===== config.mk =====
export PLATFORM = sky130hd
export DESIGN_NAME = radix_number_string_parser_core
export DESIGN_NICKNAME = d
export VERILOG_FILES = /design/src/sv/rnsp_pkg.sv /design/src/sv/radix_number_string_parser_core.sv
export SDC_FILE = /design/constraint.sdc
export NUM_CORES = 1
export LEC_CHECK = 0
export BUFFER_PORTS_ARGS = -buffer_cell sky130_fd_sc_hd__buf_2
export CELL_PAD_IN_SITES_DETAIL_PLACEMENT = 0
export CELL_PAD_IN_SITES_GLOBAL_PLACEMENT = 1
export CORE_MARGIN = 2
export CORE_UTILIZATION = 52
export DETAILED_ROUTE_END_ITERATION = 16
export GPL_TIMING_DRIVEN = 0
export PLACE_DENSITY_LB_ADDON = 0.1
export SLEW_MARGIN = 20
export SYNTH_ARGS = -nofsm -noshare
export SYNTH_HDL_FRONTEND = slang
export SYNTH_SLANG_ARGS = --single-unit

===== constraint.sdc =====
create_clock -name clk_i -period 8.35 [get_ports clk_i]
set_input_delay 1.2525 -clock clk_i [delete_from_list [all_inputs] [get_ports clk_i]]
set_output_delay 1.2525 -clock clk_i [all_outputs]
set_load 0.005 [all_outputs]

===== src/sv/rnsp_pkg.sv =====
// ----------------------------------------------------------------------------
// rnsp_pkg: shared types and constants of the radix number string parser
// Character codes, status codes, counter width and the result entry type.
// ----------------------------------------------------------------------------
package rnsp_pkg;

  // width of the character and digit counters inside the core
  localparam int unsigned CountW = 16;

  // width of the count fields on the result port
  localparam int unsigned OutCountW = 16;

  // character codes
  localparam logic [7:0] ChNul   = 8'h00;
  localparam logic [7:0] ChPlus  = 8'h2b;
  localparam logic [7:0] ChMinus = 8'h2d;
  localparam logic [7:0] ChZero  = 8'h30;
  localparam logic [7:0] ChNine  = 8'h39;
  localparam logic [7:0] ChUpA   = 8'h41;
  localparam logic [7:0] ChUpZ   = 8'h5a;
  localparam logic [7:0] ChUnder = 8'h5f;
  localparam logic [7:0] ChLoA   = 8'h61;
  localparam logic [7:0] ChLoZ   = 8'h7a;
  localparam logic [7:0] CaseBit = 8'h20;

  // radix limits and reset value
  localparam logic [5:0] RadixMin   = 6'd2;
  localparam logic [5:0] RadixMax   = 6'd36;
  localparam logic [5:0] RadixReset = 6'd10;
  localparam logic [5:0] LetterBase = 6'd10;

  // register indexes of the configuration port
  localparam logic [0:0] RegRadix = 1'b0;

  // summary status codes
  typedef enum logic [1:0] {
    StOk         = 2'd0,
    StLeadUnder  = 2'd1,
    StNoDigits   = 2'd2,
    StTrailUnder = 2'd3
  } status_e;

  // one queued entry: a digit beat, a summary beat, or a digit then a summary
  typedef struct packed {
    logic                  has_digit;
    logic                  has_final;
    logic [6:0]            digit_char;
    logic                  negative;
    status_e               status;
    logic [OutCountW-1:0]  consumed;
    logic [OutCountW-1:0]  digits;
  } entry_t;

  // saturating increment of a counter
  function automatic logic [CountW-1:0] sat_inc(input logic [CountW-1:0] v);
    logic [CountW-1:0] r;
    r = (&v) ? v : CountW'(v + 1'b1);
    return r;
  endfunction

endpackage


===== src/sv/radix_number_string_parser_core.sv =====
// ----------------------------------------------------------------------------
// radix_number_string_parser_core: streaming signed number parser
// Takes one ASCII character a beat, parses signs, leading zeros, separators
// and digits in a set radix, and emits digit beats and a parse summary.
// ----------------------------------------------------------------------------
//
//  port group   direction  handshake                     payload
//  ----------   ---------  ----------------------------  ----------------------
//  input        in         in_valid_i / in_ready_o       char_in_i
//  result       out        out_valid_o / out_ready_i     is_final_o .. last_result_o
//  config       in/out     psel, penable, pready         paddr, pwdata, prdata
//
//  one character is taken per cycle; a beat lands in an input register and is
//  parsed in the next cycle, its results entering a four-entry result queue
//  most characters give one beat or none; a NUL right after leading zeros gives
//  two, so the result port (one beat a cycle) sets the rate for those strings
//  in_ready_o drops only when the queue plus the character in flight fill it
//  reset clears the parse state and the queue, and sets the radix to ten

module radix_number_string_parser_core (
  input  logic                          clk_i,
  input  logic                          rst_ni,
  // character input
  input  logic                          in_valid_i,
  output logic                          in_ready_o,
  input  logic [7:0]                    char_in_i,
  // result output
  output logic                          out_valid_o,
  input  logic                          out_ready_i,
  output logic                          is_final_o,
  output logic [6:0]                    digit_char_o,
  output logic                          negative_o,
  output logic [1:0]                    status_o,
  output logic [15:0]                   consumed_count_o,
  output logic [15:0]                   digit_count_o,
  output logic                          last_result_o,
  // configuration port
  input  logic                          psel,
  input  logic                          penable,
  input  logic                          pwrite,
  input  logic [2:0]                    paddr,
  input  logic [31:0]                   pwdata,
  output logic [31:0]                   prdata,
  output logic                          pready
);
  import rnsp_pkg::*;

  typedef enum logic [1:0] {
    PhSign  = 2'd0,
    PhZero  = 2'd1,
    PhDigit = 2'd2
  } phase_e;

  localparam int unsigned QDepth = 4;
  localparam int unsigned QPtrW  = $clog2(QDepth);
  localparam int unsigned QCntW  = $clog2(QDepth + 1);

  // configuration register
  logic [5:0] radix_q;
  logic       cfg_wr;

  assign pready = 1'b1;
  assign cfg_wr = psel && penable && pwrite && pready;

  always_ff @(posedge clk_i or negedge rst_ni) begin
    if (!rst_ni) begin
      radix_q <= RadixReset;
    end else if (cfg_wr && (paddr[2] == RegRadix)) begin
      radix_q <= pwdata[5:0];
    end
  end

  assign prdata = (paddr[2] == RegRadix) ? {26'd0, radix_q} : 32'd0;

  // input register
  logic       in_fire;
  logic       in_valid_q;
  logic [7:0] char_q;

  assign in_fire = in_valid_i && in_ready_o;

  always_ff @(posedge clk_i or negedge rst_ni) begin
    if (!rst_ni) begin
      in_valid_q <= 1'b0;
    end else begin
      in_valid_q <= in_fire;
    end
  end

  always_ff @(posedge clk_i) begin
    if (in_fire) begin
      char_q <= char_in_i;
    end
  end

  // character classes
  logic       is_dec, is_up, is_lo, is_sign, is_under, is_zch, is_nul;
  logic [5:0] sym_val, eff_radix;
  logic       dig_ok;
  logic [6:0] norm_char;

  always_comb begin
    is_dec   = (char_q >= ChZero) && (char_q <= ChNine);
    is_up    = (char_q >= ChUpA) && (char_q <= ChUpZ);
    is_lo    = (char_q >= ChLoA) && (char_q <= ChLoZ);
    is_sign  = (char_q == ChMinus) || (char_q == ChPlus);
    is_under = (char_q == ChUnder);
    is_zch   = (char_q == ChZero);
    is_nul   = (char_q == ChNul);
    if (is_dec) begin
      sym_val = 6'(char_q - ChZero);
    end else if (is_up) begin
      sym_val = 6'(char_q - ChUpA) + LetterBase;
    end else begin
      sym_val = 6'(char_q - ChLoA) + LetterBase;
    end
    if (radix_q < RadixMin) begin
      eff_radix = RadixMin;
    end else if (radix_q > RadixMax) begin
      eff_radix = RadixMax;
    end else begin
      eff_radix = radix_q;
    end
    dig_ok    = (is_dec || is_up || is_lo) && (sym_val < eff_radix);
    norm_char = is_lo ? 7'(char_q & ~CaseBit) : char_q[6:0];
  end

  // parse state
  phase_e            phase_q, phase_d;
  logic              sign_q, sign_d;
  logic              zeros_q, zeros_d;
  logic              under_q, under_d;
  logic [CountW-1:0] cnt_q, cnt_d;
  logic [CountW-1:0] dig_q, dig_d;
  entry_t            ent;
  logic              push;

  // parse step for the registered character
  always_comb begin
    logic              in_sign_ph;
    logic [CountW-1:0] cnt_inc;
    logic [CountW-1:0] dig_inc;
    in_sign_ph = !((phase_q == PhZero) || (phase_q == PhDigit));
    cnt_inc    = sat_inc(cnt_q);
    dig_inc    = sat_inc(dig_q);
    phase_d    = phase_q;
    sign_d     = sign_q;
    zeros_d    = zeros_q;
    under_d    = under_q;
    cnt_d      = cnt_q;
    dig_d      = dig_q;
    push       = 1'b0;
    ent.has_digit  = 1'b0;
    ent.has_final  = 1'b0;
    ent.digit_char = norm_char;
    ent.negative   = sign_q;
    ent.status     = StOk;
    ent.consumed   = OutCountW'(cnt_q);
    ent.digits     = OutCountW'(dig_q);
    if (in_valid_q) begin
      if (in_sign_ph && is_sign) begin
        // sign run, each minus flips the sign
        if (char_q == ChMinus) begin
          sign_d = !sign_q;
        end
        cnt_d   = cnt_inc;
        phase_d = PhSign;
      end else if (in_sign_ph && is_under) begin
        // underscore at the start or right after the signs
        push          = 1'b1;
        ent.has_final = 1'b1;
        ent.status    = StLeadUnder;
        ent.digits    = '0;
      end else if ((phase_q != PhDigit) && is_zch) begin
        // leading zero, dropped
        zeros_d = 1'b1;
        cnt_d   = cnt_inc;
        phase_d = PhZero;
      end else if ((phase_q != PhDigit) && is_nul && zeros_q) begin
        // string of zeros only: keep one zero, then summary
        push           = 1'b1;
        ent.has_digit  = 1'b1;
        ent.has_final  = 1'b1;
        ent.digit_char = ChZero[6:0];
        ent.digits     = OutCountW'(dig_inc);
      end else if (is_under) begin
        // separator
        phase_d = PhDigit;
        under_d = 1'b1;
        cnt_d   = cnt_inc;
      end else if (dig_ok) begin
        // digit beat
        phase_d       = PhDigit;
        under_d       = 1'b0;
        cnt_d         = cnt_inc;
        dig_d         = dig_inc;
        push          = 1'b1;
        ent.has_digit = 1'b1;
        ent.consumed  = OutCountW'(cnt_inc);
        ent.digits    = OutCountW'(dig_inc);
      end else begin
        // terminator: summary
        push          = 1'b1;
        ent.has_final = 1'b1;
        if (dig_q == '0) begin
          ent.status = StNoDigits;
        end else if (under_q) begin
          ent.status = StTrailUnder;
          if (cnt_q != '0) begin
            ent.consumed = OutCountW'(cnt_q - 1'b1);
          end
        end else begin
          ent.status = StOk;
        end
      end
      // a summary ends the number and clears the parse state
      if (push && ent.has_final) begin
        phase_d = PhSign;
        sign_d  = 1'b0;
        zeros_d = 1'b0;
        under_d = 1'b0;
        cnt_d   = '0;
        dig_d   = '0;
      end
    end
  end

  always_ff @(posedge clk_i or negedge rst_ni) begin
    if (!rst_ni) begin
      phase_q <= PhSign;
      sign_q  <= 1'b0;
      zeros_q <= 1'b0;
      under_q <= 1'b0;
      cnt_q   <= '0;
      dig_q   <= '0;
    end else begin
      phase_q <= phase_d;
      sign_q  <= sign_d;
      zeros_q <= zeros_d;
      under_q <= under_d;
      cnt_q   <= cnt_d;
      dig_q   <= dig_d;
    end
  end

  // result queue
  entry_t            q_mem [QDepth];
  logic [QPtrW-1:0]  wr_ptr_q, rd_ptr_q;
  logic [QCntW-1:0]  q_cnt_q;
  logic              sub_q;
  logic              out_fire, pop;
  entry_t            head;
  logic              digit_beat;

  assign head       = q_mem[rd_ptr_q];
  assign out_valid_o = (q_cnt_q != '0);
  assign out_fire   = out_valid_o && out_ready_i;
  assign digit_beat = head.has_digit && !sub_q;
  assign pop        = out_fire && !(digit_beat && head.has_final);

  // room for the character in flight and one more
  assign in_ready_o = ((QCntW + 1)'(q_cnt_q) + (QCntW + 1)'(in_valid_q))
                      < (QCntW + 1)'(QDepth);

  always_ff @(posedge clk_i) begin
    if (push) begin
      q_mem[wr_ptr_q] <= ent;
    end
  end

  always_ff @(posedge clk_i or negedge rst_ni) begin
    if (!rst_ni) begin
      wr_ptr_q <= '0;
      rd_ptr_q <= '0;
      q_cnt_q  <= '0;
      sub_q    <= 1'b0;
    end else begin
      if (push) begin
        wr_ptr_q <= wr_ptr_q + 1'b1;
      end
      if (pop) begin
        rd_ptr_q <= rd_ptr_q + 1'b1;
      end
      case ({push, pop})
        2'b10:   q_cnt_q <= q_cnt_q + 1'b1;
        2'b01:   q_cnt_q <= q_cnt_q - 1'b1;
        default: q_cnt_q <= q_cnt_q;
      endcase
      if (pop) begin
        sub_q <= 1'b0;
      end else if (out_fire) begin
        sub_q <= 1'b1;
      end
    end
  end

  // result beat from the queue head
  assign is_final_o       = !digit_beat;
  assign digit_char_o     = digit_beat ? head.digit_char : 7'd0;
  assign negative_o       = head.negative;
  assign status_o         = digit_beat ? StOk : head.status;
  assign consumed_count_o = head.consumed;
  assign digit_count_o    = head.digits;
  assign last_result_o    = !(digit_beat && head.has_final);

  // checks
  property p_no_overflow;
    @(posedge clk_i) disable iff (!rst_ni)
      push |-> (q_cnt_q < QCntW'(QDepth)) || pop;
  endproperty
  assert property (p_no_overflow)
    else $error("result queue written while full");

  property p_sub_on_pair;
    @(posedge clk_i) disable iff (!rst_ni)
      sub_q |-> (out_valid_o && head.has_digit && head.has_final);
  endproperty
  assert property (p_sub_on_pair)
    else $error("second beat pending on an entry without a digit and a summary");

  property p_summary_follows;
    @(posedge clk_i) disable iff (!rst_ni)
      (out_fire && !last_result_o) |=> (out_valid_o && is_final_o);
  endproperty
  assert property (p_summary_follows)
    else $error("summary missing after a non-last digit beat");

  property p_clear_after_summary;
    @(posedge clk_i) disable iff (!rst_ni)
      (push && ent.has_final) |=> (phase_q == PhSign) && (cnt_q == '0) && (dig_q == '0);
  endproperty
  assert property (p_clear_after_summary)
    else $error("parse state not cleared after a summary");

endmodule

* Yosys cells after proc, flatten, opt, wreduce, memory -nomap -nowiden *
Memories as Yosys holds them, arrays and structs flattened.
Cells that the tools add are included.

storage, ports and cells
  register bits after elaboration = 60
  latch bits = 0
  memory bits (writable) = 176
  memory bits (read-only) = 0
  input port bits = 50
  output and inout port bits = 79
  memories = 1

memory list
  memory  depth  bits a word  rd ports  clocked after Yosys merged registers in  wr ports  RTL line                                RTL
  q_mem   4      44           1         0                                        1         radix_number_string_parser_core.sv:247  entry_t q_mem [QDepth];

operators by class
  add/subtract/negate cells = 13
  multiply operators = 0
  div/mod/pow operators = 0
  $lt $le $gt $ge = 10
  equal/unequal tests = 16
  shifts and indexed selects = 0
  mux-type cells = 85
  bitwise gates (word level) = 1
  reductions and logical operators = 45

operator list
  kind                                                    count
  two-way mux 16 bit                                      23
  two-way mux 34 bit                                      4
  two-way mux 6 bit                                       6
  two-way mux 9 bit                                       4
  adder 16 x 1 -> 16 bit (second input constant)          2
  AND reduction 16 bit                                    2
  two-way mux 1 bit                                       29
  two-way mux 2 bit                                       14
  == test 8 x 6 -> 1 bit (second input constant)          3
  two-way mux 7 bit                                       3
  logical AND 1 bit                                       18
  two-way mux 18 bit                                      1
  >= comparator 8 x 7 -> 1 bit (second input constant)    2
  <= comparator 8 x 7 -> 1 bit (second input constant)    2
  logical NOT 16 bit                                      1
  nonzero test 16 bit                                     1
  subtractor 16 x 1 -> 16 bit (second input constant)     1
  adder 6 x 4 -> 6 bit (second input constant)            2
  AND reduction 6 bit                                     2
  subtractor 6 bit (second input constant)                2
  inequality test 2 x 1 -> 1 bit (second input constant)  5
  nonzero test 2 bit                                      5
  == test 8 x 7 -> 1 bit (second input constant)          1
  >= comparator 8 x 6 -> 1 bit (second input constant)    1
  24 further kinds                                        36

* Depth between registers and ports, before layout *
Gate-level depths: netlist (run 1).

  depth in word-level cells = 16
  depth in mapped cells = 18
  gate-level depth less buffers = 17

* Worst setup path after synthesis (run 1) *
Ideal clock, no wire load.

  path kind = register -> register
  from = register char_q[0]
  to = memory q_mem[0][3] (netlist bit), data pin
  library setup time = 201 ps
  data arrival time = 3543 ps
  required time = 8149 ps
  setup slack = 4607 ps
  stages on the path, launching flop included = 19
  cells stage by stage = edfxtp_1 -> inv_1 -> ha_1 -> nor4b_1 -> a221oi_1 -> nor2_1 -> xnor2_1 -> o21ai_0 -> ha_1 -> a21oi_1 -> o21ai_0 -> nor4b_2 -> a21oi_2 -> or2_2 -> buf_4 -> buf_2 -> nor3_1 -> nor2_1 -> o21ai_0

RTL lines
  what                    RTL line                                RTL
  start, declared         radix_number_string_parser_core.sv:78   logic [7:0] char_q;
  start signal, assigned  radix_number_string_parser_core.sv:92   char_q <= char_in_i;
  end, declared           radix_number_string_parser_core.sv:247

==> results.json, run 1 <==
{
  "status": "finished clean",
  "final_layout_size_suffix_gt1_share_pct": 22.8,
  "max_cap_viol_count": 0,
  "min_period_ps": 4930,
  "synthXorXnorAreaFrac_pct": 1.65,
  "ys_seq_area_share_pct": 58.3,
  "syn_area_sq_mm": 0.0117,
  "vias": 7898,
  "synth-edff-count": 184,
  "hpwl_mm": 19.1,
  "ctsHoldBuffers": 0,
  "synthMuxAreaShare_pct": 9.57,
  "htree_levels": 1,
  "hold_start": "q_cnt_q[2]$_DFFE_PN0P_",
  "crit_arrival_ps": 5150,
  "diodes": 0,
  "route.detailed.drc": 0,
  "p_leak_nw": 4.90,
  "die_y_microns": 154,
  "gp_congestion": 0.927,
  "syn_to_final_growth_pct": 14.8,
  "critPathMaxFanout": 10,
  "ys_ff_latch": 236,
  "startpoint": "char_q[1]$_DFFE_PP_",
  "synthArstFlopShare_pct": 22.0,
  "clk_latency_ps": 540,
  "setup_viol": 0,
  "gr-total-overflow": 0,
  "critPathCaptureType": "flip-flop",
  "grt_pass1_wl_mm": 43.2,
  "finalCritPeriodShare_pct": 59.0,
  "relSlewSlack_pct": 35.1,
  "detail_route.vias_per_cell": 5.89,
  "port_buffers": 73,
  "hold_end": "q_cnt_q[2]$_DFFE_PN0P_",
  "cts_resized": 0,
  "post_cts_buffers": 0,
  "hold_class": "flip-flop to flip-flop",
  "antenna_found_initial": 0,
  "vdd_ir_drop_max_v": 0.000202,
  "crit_type": "flip-flop to flip-flop",
  "cts_buffer_depth": 3,
  "crit_required_ps": 8570,
  "die_area_sq_mm": 0.0237,
  "nets": 1114,
  "rr_worst_depth": 18,
  "clock_sinks": 236,
  "wl_per_cell_microns": 20.4,
  "rows": 54,
  "grt_max_degree": 53,
  "cts_tree": "done",
  "final.setup.tns_ps": 0,
  "maxSlewViolCount": 0,
  "fin_skew_ps": 19.7,
  "synth_top_family_by_area": "simple AND/OR/NAND/NOR gates",
  "final_hold_viol_count": 0,
  "placed_area_sq_mm": 0.0125,
  "synth-compound-area-share_pct": 10.6,
  "worst_setup_path_start_kind": "flip-flop",
  "regToRegSetupSlack_ps": 3420,
  "cts-root-buf": "clkbuf_16",
  "io_pins": 129,
  "grt_pass1_vias": 7585,
  "r2r_start": "char_q[1]$_DFFE_PP_",
  "rsz0062_at_grt": "no",
  "mostFrequentLayoutCell": "edfxtp_1",
  "synthDistinctLibCells": 89,
  "synth_flop_cell": "edfxtp_1",
  "tightest_slew_ps": 966,
  "drt_iter0_markers": 809,
  "synth.yosys.warnings": 0,
  "start_util_pct": 53.3,
  "fmax_ghz": 0.203,
  "routed_wl_mm": 27.4,
  "syn_avg_cell_area_sq_um": 12.8,
  "track_usage_pct": 23.5,
  "die_width_microns": 154,
  "clkTransAtPathRegs_ps": 60,
  "fp.coreArea_sq_mm": 0.0220,
  "yosys.area_share.simple_pct": 12.3,
  "cts_buffers": 26,
  "drt.antenna.violating_nets": 0,
  "r2r-end": "q_mem[0][3]$_DFFE_PP_",
  "holdPathStages": 1,
  "firstDrtPassIters": 6,
  "synth_adder_area_share_pct": 2.63,
  "synth_cells": 914,
  "layout_common_cells": "edfxtp_1 (184), buf_2 (82), nor2_1 (64)",
  "power_density_mw_per_mm2": 289,
  "stdcell_area_sq_mm": 0.0134
}
==> critical path: stages, from the launching register on <==
cell and delay, ps:
edfxtp_1 470, inv_1 140, ha_1 250, nor4b_1 460
a221oi_1 200, nor2_1 160, xnor2_1 120, o21ai_0 100
ha_1 320, a21oi_1 140, o21ai_0 140, nor4b_2 330
a21oi_2 140, or2_2 350, buf_4 200, buf_2 220
nor3_1 200, nor2_1 50, o21ai_0 610
==> state kept, by name (all words and copies together), names as in the netlist <==
name        flops
wr_ptr_q        2
q_mem         176
dig_q          16
q_cnt_q         3
sub_q           1
in_valid_q      1
under_q         1
sign_q          1
char_q          8
radix_q         6
cnt_q          16
zeros_q         1
rd_ptr_q        2
phase_q         2
==> layout make-up <==
class | count | area (sq um)
fillers | 1726 | 8520
flip-flops and latches | 236 | 6830
multi-input cells | 591 | 4420
clock buffers | 28 | 658
plain buffers | 81 | 454
repair buffers | 73 | 368
well taps | 280 | 350
clock inverters | 20 | 248
inverters | 31 | 116
==> synth_stat cells, drive strengths merged, types with 5 or more instances <==
| master | n | area, sq um |
|---|---|---|
| xnor2 | 19 | 166 |
| nor2 | 65 | 246 |
| edfxtp | 184 | 5530 |
| nand3 | 24 | 120 |
| nand2 | 63 | 236 |
| and3 | 7 | 43.8 |
| nor3 | 27 | 146 |
| o21ai | 52 | 260 |
| o31ai | 14 | 105 |
| mux2 | 8 | 90.1 |
| a21o | 6 | 45.0 |
| buf | 48 | 328 |
| nor4 | 7 | 50.1 |
| and2 | 13 | 83.8 |
| dfrtp | 50 | 1250 |
| inv | 31 | 116 |
| a21oi | 44 | 235 |
| nand4 | 15 | 93.8 |
| or4 | 5 | 41.3 |
| nand2b | 6 | 45.0 |
| or2 | 8 | 52.6 |
| a31oi | 7 | 43.8 |
| mux4 | 44 | 991 |
| a22o | 10 | 87.6 |
| nor4b | 5 | 56.3 |
| ha | 23 | 288 |
| clkbuf | 33 | 126 |
| nor2b | 17 | 106 |
==> cells by family after synthesis <==
group / count (synthesis)
XOR/XNOR: 22
adder cells (fa/ha/maj): 24
multiplexers: 56
flip-flops: 236
other: 2
buffers and inverters: 112
AND/OR/NAND/NOR: 277
AO/OA/AOI/OAI: 185
==> how the worst max path moves through the flow <==
stage	slack (ps)	cells after the start	endpoint
2_1_floorplan	4610	18	q_mem[0][3]$_DFFE_PP_
5_1_grt	2850	18	q_mem[0][3]$_DFFE_PP_
4_1_cts	3470	18	q_mem[0][3]$_DFFE_PP_
3_3_place_gp	3530	18	q_mem[0][3]$_DFFE_PP_
3_5_place_dp	3500	18	q_mem[1][3]$_DFFE_PP_
6_report	3420	18	q_mem[0][3]$_DFFE_PP_
==> power by group <==
group	internal (mW)	leakage (nW)	switching [mW]
registers	1.46	2.35	0.0648
logic	0.498	2.11	0.661
clock network	0.729	0.440	0.471
==> routing by layer <==
metal	share of wire [%]	track usage [%]	vias to the layer above
li1	-	-	3695
met1	47	35.8	3858
met2	45	35.4	306
met3	6.4	3.89	39
met4	2.0	6.10	0
met5	0	0	-
==> through the flow <==
| step | power [mW] | std cells | util, % | setup slack [ps] | hold WS (ps) |
|---|---|---|---|---|---|
| 2_1_floorplan | 2.31 | 939 | - | 4610 | 441 |
| 3_3_place_gp | 2.71 | 1292 | 57.0 | 3530 | 470 |
| 3_5_place_dp | 2.72 | 1292 | 57.1 | 3500 | 473 |
| 4_1_cts | 3.92 | 1340 | 61.2 | 3470 | 484 |
| 5_1_grt | 4.08 | 1340 | 61.2 | 2850 | 506 |
| 6_report | 3.89 | 1340 | 61.2 | 3420 | 489 |
Power figures use the tool's default switching activity.
==> run 2, diff against run 1 <==
CORE_UTILIZATION = 48   (was 52)
clock period = 4.9 ns   (was 8.35 ns; I/O delays follow)
==> run 2 against run 1 <==
Against the previous run: die area is 8.1% higher; wire length is 0.86% higher; core utilization is 5.6 points lower; non-clock buffer count stayed put; sequential cell count stayed put; sequential share of layout area is 0.16 points higher; first-iteration DRC count is 26% lower; clock skew is 8.0 ps higher; critical path depth is 1 lower; register-to-register slack worse by 3000 ps; largest power group unchanged.
==> results.json, run 2 (synthesis results as in run 1) <==
{
  "die_width_microns": 160,
  "nets": 1113,
  "n_fill_cell": 2076,
  "grt_max_degree": 53,
  "crit_family": "compound AO/OA/AOI/OAI gates",
  "hold_slack_ps": 281,
  "layoutNonFillerInstCount": 1382,
  "die_area_sq_mm": 0.0257,
  "min_period_ps": 4530,
  "layout_common_cells": "edfxtp_1 (184), buf_2 (82), nor2_1 (64)",
  "clk_latency_ps": 530,
  "detail_route.vias_per_cell": 5.66,
  "crit_arrival_ps": 4770,
  "critPathMaxFanout": 10,
  "rows": 57,
  "r2r_start": "char_q[0]$_DFFE_PP_",
  "io_pins": 129,
  "dp_cells": 1336,
  "mostFrequentLayoutCell": "edfxtp_1",
  "antenna_found_initial": 0,
  "gp_congestion": 0.923,
  "ff_latch_area_sq_mm": 0.00683,
  "tightest_slew_ps": 1100,
  "htree_levels": 1,
  "syn_to_final_growth_pct": 14.4,
  "slowest_stage": "a221oi_1",
  "rsz0062_at_grt": "no",
  "wl_per_cell_microns": 20.0,
  "finish.utilization_pct": 55.6,
  "fmax_ghz": 0.221,
  "crit_type": "flip-flop to flip-flop",
  "power.total_mw": 6.39,
  "firstDrtPassIters": 5,
  "cts-root-buf": "clkbuf_16",
  "largest_reg_flops": 176,
  "maxSlewViolCount": 0,
  "regToRegSetupSlack_ps": 370,
  "clock_sinks": 236,
  "cp_cell_sequence": "inv_1, ha_1, nor4b_2, a221oi_1, nor2_1, xnor2_1, o21ai_0, ha_1, a21oi_1, o21ai_0, nor4b_2, a21oi_2, or2_2, buf_4, nor2_1, o22ai_1, a221oi_1",
  "hpwl_mm": 19.1,
  "power_density_mw_per_mm2": 477,
  "p_leak_nw": 4.86,
  "routed_wl_mm": 27.6,
  "post_cts_buffers": 0,
  "cts_buffer_depth": 3,
  "reg_top3": "q_mem: 176 flops, cnt_q: 16 flops, dig_q: 16 flops",
  "final.setup.tns_ps": 0,
  "drt_iter0_markers": 595,
  "startpoint": "char_q[0]$_DFFE_PP_",
  "grt_pass1_wl_mm": 43.3,
  "cp_num_buf_inv": 2,
  "grt_pass1_vias": 7492,
  "cts_buffers": 25,
  "hold_class": "primary input to asynchronous set/reset pin",
  "vdd_ir_drop_max_v": 0.000337,
  "cts_tree": "done",
  "cpPeakStageDelay_ps": 550,
  "max_cap_viol_count": 0,
  "final_hold_viol_count": 0,
  "track_usage_pct": 21.6,
  "diodes": 0,
  "fin_skew_ps": 27.7,
  "setup_viol": 0,
  "multiInputGateArea_sq_mm": 0.00443,
  "gr-total-overflow": 0,
  "status": "finished clean",
  "drt.antenna.violating_nets": 0,
  "port_buffers": 73,
  "route.detailed.drc": 0,
  "relSlewSlack_pct": 26.4,
  "critPathCaptureType": "flip-flop",
  "vias": 7828,
  "start_util_pct": 48.6,
  "largest-register": "q_mem",
  "die_y_microns": 160,
  "crit_required_ps": 5140,
  "worst_setup_path_start_kind": "flip-flop",
  "fp.coreArea_sq_mm": 0.0241,
  "final_layout_size_suffix_gt1_share_pct": 23.3,
  "finalCritPeriodShare_pct": 92.4,
  "clkTransAtPathRegs_ps": 60
}
run 2: changes by cell type in the layout (fill, tap and decap cells not counted), moves of 2 or more:
cell / delta
bufinv_16: -5
clkbuf_8: +4
clkinv_1: -4
o21ai_0: -2
o21ai_1: +2
run 2: path summary, 6_finish.rpt:
check | endpoint | cells past startpoint
min in group clk_i | char_q[2]$_DFFE_PP_ | 1
max reg2reg | q_mem[2][17]$_DFFE_PP_ | 17
min | dig_q[8]$_DFFE_PN0P_ | 1
max | q_mem[2][17]$_DFFE_PP_ | 17
min reg2reg | sub_q$_DFFE_PN0P_ | 2
max in group asynchronous | in_valid_q$_DFF_PN0_ | 1
run 2: cell type report:
cell class / instances / area share, %
clock inverters: 13 / 0.710
clock buffers: 33 / 5.19
well taps: 324 / 3.03
inverters: 31 / 0.869
flip-flops and latches: 236 / 51.0
repair buffers: 73 / 2.75
plain buffers: 81 / 3.40
multi-input cells: 591 / 33.1
run 2: power by group:
group / switching [mW] / internal [mW] / total [mW]
sequential: 0.106 / 2.49 / 2.60
clock: 0.785 / 1.01 / 1.80
combinational: 1.15 / 0.852 / 2.00
run 2: per-layer routing:
metal	GRT usage (%)	share of wire [%]
met1	32.7	47
met2	33.4	45
met3	3.35	6.9
met4	4.79	1.7
met5	0	0
run 2: stage by stage:
step / worst slack [ps] / instance area (sq um)
finish: 370 / 13400
global route: 22.3 / 13400
CTS: 168 / 13400
detailed placement: 193 / 12600
global placement: 154 / 12600
floorplan: 1160 / 11800
run 2: repair_timing:
action | in CTS | in global routing
setup endpoints to repair | 0 | 48
resized for setup | 0 | 7
hold buffers | 0 | 0
run 2: worst register-to-register path: stages, from the launching register on:
cell      delay, ps
edfxtp_1        470
inv_1           140
ha_1            240
nor4b_2         170
a221oi_1        410
nor2_1          100
xnor2_1         140
o21ai_0         180
ha_1            270
a21oi_1         140
o21ai_0         150
nor4b_2         310
a21oi_2         130
or2_2           350
buf_4           200
nor2_1          200
o22ai_1         110
a221oi_1        550
